### config.mk
export PLATFORM = sky130hd
export DESIGN_NAME = fatw_div
export DESIGN_NICKNAME = d
export VERILOG_FILES = /design/src/hw/rtl/fatw_pkg.sv /design/src/hw/rtl/fatw_div.sv
export SDC_FILE = /design/constraint.sdc
export NUM_CORES = 1
export LEC_CHECK = 0
export BUFFER_PORTS_ARGS = -buffer_cell sky130_fd_sc_hd__buf_2
export CORE_MARGIN = 1
export CORE_UTILIZATION = 59
export CTS_CLUSTER_SIZE = 20
export DETAILED_ROUTE_END_ITERATION = 16
export GPL_TIMING_DRIVEN = 0
export HOLD_SLACK_MARGIN = 0.06
export PLACE_DENSITY_LB_ADDON = 0.25
export SLEW_MARGIN = 40
export SYNTH_ARGS = -nofsm -noshare
export SYNTH_HDL_FRONTEND = slang
export SYNTH_SLANG_ARGS = --single-unit
### constraint.sdc
create_clock -name clk -period 4.6 [get_ports clk]
set_input_delay 0.23 -clock clk [delete_from_list [all_inputs] [get_ports clk]]
set_output_delay 0.23 -clock clk [all_outputs]
set_load 0.005 [all_outputs]
### src/hw/rtl/fatw_pkg.sv
// Shared types, constants and helpers for the FAT12 cluster chain walker.
package fatw_pkg;

    // Default size of the FAT byte store.
    localparam int FAT_BYTES_DEF = 8192;

    // Largest FAT byte index a 12-bit cluster can produce: 0xFFF + 0x7FF.
    localparam int IDX_MAX = 6142;

    // Field widths.
    localparam int CLUSTER_W = 12;
    localparam int COUNT_W   = 20;
    localparam int CFG_W     = 16;
    localparam int CFG_IDX_W = 3;

    // Chain markers and saturation limit.
    localparam logic [CLUSTER_W-1:0] CHAIN_END_MIN = 12'hFF8;
    localparam logic [CLUSTER_W-1:0] ENTRY_MASK    = 12'hFFF;
    localparam logic [COUNT_W-1:0]   COUNT_MAX     = 20'hFFFFF;

    // Register reset values.
    localparam logic [12:0] BPS_RST  = 13'd512;
    localparam logic [7:0]  SPC_RST  = 8'd1;
    localparam logic [15:0] RSV_RST  = 16'd1;
    localparam logic [15:0] SPF_RST  = 16'd9;
    localparam logic [2:0]  FATC_RST = 3'd2;
    localparam logic [15:0] ROOT_RST = 16'd224;

    // Data-area divider: root directory bytes plus rounding over sector size.
    localparam int DVD_W     = 22;
    localparam int DSR_W     = 13;
    localparam int DIV_STEPS = DVD_W;
    localparam int DIV_CNT_W = $clog2(DIV_STEPS);

    // Input word kinds.
    typedef enum logic [1:0] {
        KIND_LOAD  = 2'd0,
        KIND_START = 2'd1,
        KIND_STEP  = 2'd2
    } kind_t;

    // Configuration register indexes.
    typedef enum logic [CFG_IDX_W-1:0] {
        CFG_BPS  = 3'd0,
        CFG_SPC  = 3'd1,
        CFG_RSV  = 3'd2,
        CFG_SPF  = 3'd3,
        CFG_FATC = 3'd4,
        CFG_ROOT = 3'd5
    } cfg_idx_t;

    // Walker control states.
    typedef enum logic {
        ST_IDLE,
        ST_STEP
    } walk_state_t;

    // Divider status seen by the top level.
    typedef struct packed {
        logic busy;
        logic done;
    } div_status_t;

    // A cluster value that ends (or never starts) a chain.
    function automatic logic ends_chain(input logic [CLUSTER_W-1:0] c);
        ends_chain = (c < 12'd2) || (c >= CHAIN_END_MIN);
    endfunction

endpackage

### src/hw/rtl/fatw_div.sv
// Iterative restoring divider for the root directory sector count.
module fatw_div
    import fatw_pkg::*;
(
    input  logic             clk,
    input  logic             rst_n,
    input  logic             start,
    input  logic [DVD_W-1:0] dividend,
    input  logic [DSR_W-1:0] divisor,
    output div_status_t      status,
    output logic [DVD_W-1:0] quotient
);

    logic                 busy_reg;
    logic [DIV_CNT_W-1:0] cnt_reg;
    logic [DVD_W-1:0]     quot_reg;
    logic [DSR_W-1:0]     rem_reg;
    logic [DSR_W-1:0]     dsr_reg;

    logic [DSR_W:0]       trial;
    logic                 qbit;
    logic [DSR_W-1:0]     rem_next;
    logic [DVD_W-1:0]     quot_next;

    // One quotient bit per cycle: shift in the next dividend bit and try a subtract.
    always_comb
    begin
        trial     = {rem_reg, quot_reg[DVD_W-1]};
        qbit      = (trial >= {1'b0, dsr_reg});
        rem_next  = qbit ? DSR_W'(trial - {1'b0, dsr_reg}) : DSR_W'(trial);
        quot_next = {quot_reg[DVD_W-2:0], qbit};
    end

    assign status.busy = busy_reg;
    assign status.done = busy_reg && (cnt_reg == DIV_CNT_W'(DIV_STEPS - 1));
    assign quotient    = quot_next;

    // Control: a start always restarts the division from scratch.
    always_ff @(posedge clk or negedge rst_n)
    begin
        if (!rst_n)
        begin
            busy_reg <= 1'b0;
            cnt_reg  <= '0;
        end
        else if (start)
        begin
            busy_reg <= 1'b1;
            cnt_reg  <= '0;
        end
        else if (busy_reg)
        begin
            busy_reg <= !status.done;
            cnt_reg  <= cnt_reg + DIV_CNT_W'(1);
        end
    end

    // Datapath registers.
    always_ff @(posedge clk)
    begin
        if (start)
        begin
            quot_reg <= dividend;
            rem_reg  <= '0;
            dsr_reg  <= divisor;
        end
        else if (busy_reg)
        begin
            quot_reg <= quot_next;
            rem_reg  <= rem_next;
        end
    end

endmodule

==> results of run 1 <==
-- worst max-delay path by stage --
stage,from,endpoint,slack [ns],cells past startpoint
detailed placement,quot_reg[21],quot_reg[0],1.77,10
CTS,quot_reg[21],quotient[0],1.47,11
finish,quot_reg[21],quotient[0],1.45,11
floorplan,quot_reg[21],quot_reg[0],2.08,10
global route,quot_reg[21],quotient[0],1.33,11
global placement,quot_reg[21],quot_reg[0],1.81,10
-- timing repair --
action / in CTS / in global routing
endpoints found under the hold margin: 6 / 0
hold buffers: 1 / 0
setup buffers: 0 / 0
-- cells by family after synthesis --
| group | synth area share |
|---|---|
| compound gates | 0.1228 |
| mux | 0.1100 |
| flops | 0.4830 |
| xor+xnor | 0.03474 |
| fa+ha+maj | 0.06865 |
| simple gates | 0.08892 |
| buf+inv | 0.09181 |
-- layer usage --
metal | routed length (um) | vias up | share of wire
met2 | 2933 | 80 | 0.48
met3 | 422 | 17 | 0.069
met5 | 0 | - | 0
met1 | 2571 | 1043 | 0.42
met4 | 152 | 0 | 0.025
li1 | - | 1076 | -
-- power groups by stage --
stage | Clock (mW) | Combinational (mW) | Sequential (mW)
4_1_cts | 0.265 | 0.739 | 0.673
6_report | 0.263 | 0.746 | 0.674
3_3_place_gp | 0 | 0.711 | 0.678
2_1_floorplan | 0 | 0.579 | 0.662
3_5_place_dp | 0 | 0.732 | 0.682
5_1_grt | 0.283 | 0.817 | 0.683
-- metrics by stage --
| stage | std cells | cell area [um2] | util |
|---|---|---|---|
| floorplan | 266 | 3025 | - |
| global placement | 394 | 3415 | 0.7088 |
| detailed placement | 394 | 3415 | 0.7088 |
| CTS | 403 | 3505 | 0.7275 |
| global route | 403 | 3505 | 0.7275 |
| finish | 403 | 3505 | 0.7275 |
-- worst max-delay path: stages (launching register included) --
cell,delay (ns)
edfxtp_1,0.38
inv_1,0.10
ha_1,0.18
inv_1,0.07
fa_1,0.43
a211oi_2,0.35
o21ai_2,0.17
a211oi_2,0.32
o21ai_4,0.17
buf_8,0.20
buf_4,0.12
buf_2,0.11
-- cell usage after synthesis, drive strengths merged (2+ instances only) --
cell type,number
a211oi,11
a21boi,2
a21o,4
a21oi,12
a221o,2
buf,26
clkbuf,5
dfrtp,6
dfxtp,13
edfxtp,35
ha,15
inv,17
mux2,23
mux2i,7
nand2,16
nand3,3
nand4,2
nor2,21
nor2b,2
nor3,2
o211ai,5
o21a,2
o21ai,5
or3,3
xnor2,6
xor2,6
-- layout by cell type, fill, tap and decap left out, types with 3 or more instances in the layout --
master,n
buf_2,61
edfxtp_1,35
buf_4,23
mux2_2,22
nor2_1,21
inv_1,16
nand2_1,16
ha_1,15
dfxtp_1,13
a21oi_1,12
clkbuf_1,8
a211oi_1,8
mux2i_1,7
xnor2_1,6
xor2_1,6
dfrtp_1,6
o211ai_1,5
clkbuf_8,5
a21o_1,4
a211oi_2,3
o21ai_1,3
nand3_1,3
or3_1,3
-- area by class of cell --
class / count / area [um2] / area share
plain buffers: 31 / 214.0 / 0.06105
clock buffers: 8 / 80.08 / 0.02285
inverters: 17 / 63.81 / 0.01821
multi-input cells: 164 / 1286 / 0.3670
flip-flops and latches: 54 / 1461 / 0.4170
well taps: 67 / 83.83 / 0.02392
repair buffers: 62 / 315.3 / 0.08997
==> out/results.ini, run 1 <==
[global_routing]
grt.total_usage=0.2418
grtUsageMet3=0.07545
grt_first_pass_wirelength_mm=9.818
top_usage_layer=met2
grt_use_met1=0.2916
grt-ovfl-total=0
grt_pass1_vias=2212
antenna_found_initial=0
grt_max_degree=23
gr-usage-met2=0.3945

[timing]
max_freq_ghz=0.3179
hold_ws_ns=0.08567
slew-limit-headroom=0.5028
tns_ns=0
setup_ws_ns=1.454
hold_viol_final=0
fin_crit_ns=3.146
grt_setup_unrepaired=no
setup_viol=0
worst_slew_pin_slew_ns=0.7411
fin_crit_sh=0.6838
final_max_slew_viol_count=0
skew_ns=0.006744

[power]
p_leak_nw=1.527
clkPwrFrac=0.156
pwr-share-seq=0.401
p_total_mw=1.683
combPwrFrac=0.443
ir_worst_vdd_uv=233.1
switching_share=0.3532
p_int_mw=1.088
netSwitchingPower_uw=594.4
power_density_mw_per_mm2=480.1

[clocking]
clock_path_buffers=2
clock_sinks=54
path_clk_slew_ns=0.10
cts_made_buffers=5
ctsResizeCount=0
root_buffer=clkbuf_8
cts_tree=built
clk_latency_ns=0.31
cts_max_level=2

[drt]
drc_errors=0
totalWireLength_mm=6.079
vias=2216
wire_per_inst_um=15.08
first_pass_iters=4
drt_iter0_markers=112
ant_nets=0
vias_per_cell=5.499

[status]
outcome=complete, no violations

[logic_synthesis]
synth_area_leader_cell=edfxtp_1
syn-num-nets=320
syn_inst=266
syn_avg_cell_area_um2=11.37
synth.distinct_cells=48
yosys_warnings=0
synth_flop_cell=edfxtp_1
synth-async-reset-ratio=0.1111
synth_area_leaders=edfxtp_1, dfxtp_1, mux2_2, ha_1, buf_4
ys_seq_elements=54
yosysSeqAreaShare=0.4830
synth_area_mm2=0.003025
synth_edf_count=35
synth_top_area_share=0.3474

[die]
io_pins=62
die-area_mm2=0.005418
coreArea_mm2=0.004817
rows=25
fp.dieW_um=73.61
start_util=0.6281
die_y_um=73.61

[critical_path]
r2r_slack_ns=1.74
timing.rr.start=quot_reg[21]
reg2reg_depth=10
crit_type=register to output port
path_max_fanout=10
worstPathRequired_ns=4.37
timing.rr.end=quot_reg[0]
cp-start-kind=register
critPathArrivalTime_ns=2.92
cp-end-kind=output port

[finish]
drive_gt1_frac=0.3601
largest_reg_flops=22
final_net_count=389
area_growth_pct=15.84
nFillCells=352
antenna_cells=0

[hold_path]
hold_depth=1
holdPathEnd=dsr_reg[2]
hp-class=primary input to register
min_from=divisor[2]

[placement]
hpwl_mm=4.391
gp_congestion=0.9152
place_ws_ns=1.773
port_buffers=61

[run]
cap_viol_max_count=0

No activity file was read; power rests on OpenSTA's default activity.
==> inputs of run 2 (changes only) <==
- CORE_UTILIZATION: 59 -> 55
- clock period: 4.6 -> 3 ns (I/O delays scaled with it)
==> out/results.ini, run 2 (synthesis results as in run 1) <==
[status]
outcome=complete, no violations

[placement]
dp_cells=397
place_area_mm2=0.003418
hpwl_mm=4.443
gp_congestion=0.9041
port_buffers=61

[critical_path]
crit_type=register to output port
r2r_slack_ns=0.23
path_max_fanout=10
cp-start-kind=register
cp-end-kind=output port
timing.rr.start=quot_reg[21]
reg2reg_depth=11
worstPathRequired_ns=2.85
timing.rr.end=rem_reg[0]
critPathArrivalTime_ns=2.73

[drt]
wl_met1_mm=2.858
top_layer_used=met4
drc_errors=0
wire_per_inst_um=15.03
drt_iter0_markers=102
routed-wl-met3_um=380
vias_per_cell=5.300
first_pass_iters=4
met2_length_mm=3.013
ant_nets=0
totalWireLength_mm=6.374
vias=2247

[hold_path]
hp-class=primary input to register
hold_depth=2
min_from=dividend[16]
holdPathEnd=quot_reg[16]

[clocking]
clock_path_buffers=2
cts_made_buffers=5
clk_latency_ns=0.30
clock_sinks=54
cts_tree=built
root_buffer=clkbuf_8
cts_max_level=2
path_clk_slew_ns=0.10

[global_routing]
grt.total_usage=0.2250
grt_first_pass_wirelength_mm=10.33
grt_max_degree=23
antenna_found_initial=0
grt_pass1_vias=2258
grt-ovfl-total=0

[power]
clkPwrFrac=0.207
ir_worst_vdd_uv=425.6
switching_share=0.3312
p_int_mw=1.936
combPwrFrac=0.436
power_density_mw_per_mm2=772.9
pwr-share-seq=0.357
netSwitchingPower_uw=958.9
p_leak_nw=1.643

[timing]
slew-limit-headroom=0.4990
skew_ns=0.005912
tns_ns=0
grt_setup_unrepaired=no
fin_crit_ns=2.877
max_freq_ghz=0.3476
setup_viol=0
hold_ws_ns=0.1400
worst_slew_pin_slew_ns=0.7468
fin_crit_sh=0.9589
final_max_slew_viol_count=0
hold_viol_final=0

[finish]
layout_commonest_cell=buf_2
mostFrequentLayoutCells=buf_2, edfxtp_1, buf_4
utilization=0.7197
multi_input_area_mm2=0.001294
design_area_mm2=0.003746
final_net_count=407
instances_no_fill=424
antenna_cells=0
drive_gt1_frac=0.3644
nFillCells=411
area_growth_pct=23.82
seqCellArea_mm2=0.001461
largest_reg_flops=22

[die]
io_pins=62
fp.dieW_um=76.17
rows=26
start_util=0.5813
coreArea_mm2=0.005205
die_y_um=76.17
die-area_mm2=0.005801

[run]
cap_viol_max_count=0

[run 2: power by group through the flow]
| stage | Combinational (mW) | Clock (mW) | Sequential [mW] |
|---|---|---|---|
| floorplan | 0.888 | 0 | 1.01 |
| global placement | 1.09 | 0 | 1.04 |
| detailed placement | 1.13 | 0 | 1.04 |
| CTS | 1.16 | 0.606 | 1.03 |
| global route | 1.37 | 0.634 | 1.05 |
| finish | 1.26 | 0.599 | 1.03 |
[run 2: worst max path at each step]
stage                 start     endpoint  depth (start not counted)  slack [ns]
3_3_place_gp   quot_reg[21]  quot_reg[0]                         10        0.21
2_1_floorplan  quot_reg[21]  quot_reg[0]                         10        0.48
3_5_place_dp   quot_reg[21]  quot_reg[0]                         10        0.16
4_1_cts        quot_reg[21]  quotient[0]                         11       0.009
6_report       quot_reg[21]  quotient[0]                         11        0.12
5_1_grt        quot_reg[21]  quotient[0]                         11       0.007
[run 2: routing by layer]
metal | GRT usage | vias to the layer above
li1 | - | 1108
met1 | 0.2847 | 1053
met2 | 0.3836 | 74
met3 | 0.04551 | 12
met4 | 0.07885 | 0
met5 | 0 | -
[run 2: area by class of cell]
class                           count  area share
Tap cell                           70     0.02338
Timing Repair Buffer               80      0.1289
Clock buffer                        6     0.02204
Buffer                             31     0.05711
Multi-Input combinational cell    164      0.3454
Clock inverter                      2     0.01603
Inverter                           17     0.01703
Sequential cell                    54      0.3901
[run 2: worst max-delay path: stages, from the launching register on]
cell and delay [ns]:
edfxtp_1 0.38, inv_1 0.10, ha_1 0.17, inv_1 0.06, fa_1 0.43, a211oi_2 0.32, o21ai_2 0.14, a211oi_4 0.31
o21ai_4 0.11, buf_8 0.18, buf_4 0.12, buf_2 0.11
[run 2: metrics by stage]
step                setup WS [ns]  power, mW
floorplan                  0.4817      1.902
global placement           0.2137      2.133
detailed placement         0.1650      2.173
CTS                      0.009238      2.800
global route             0.007458      3.050
finish                     0.1234      2.895
[run 2: repair_timing]
action | in CTS | in global routing
hold buffers | 14 | 0
hold endpoints to repair | 19 | 0
endpoints found under the setup margin | 1 | 1
buffers inserted | 0 | 5
pin swaps | 2 | 4
resized for setup | 0 | 1
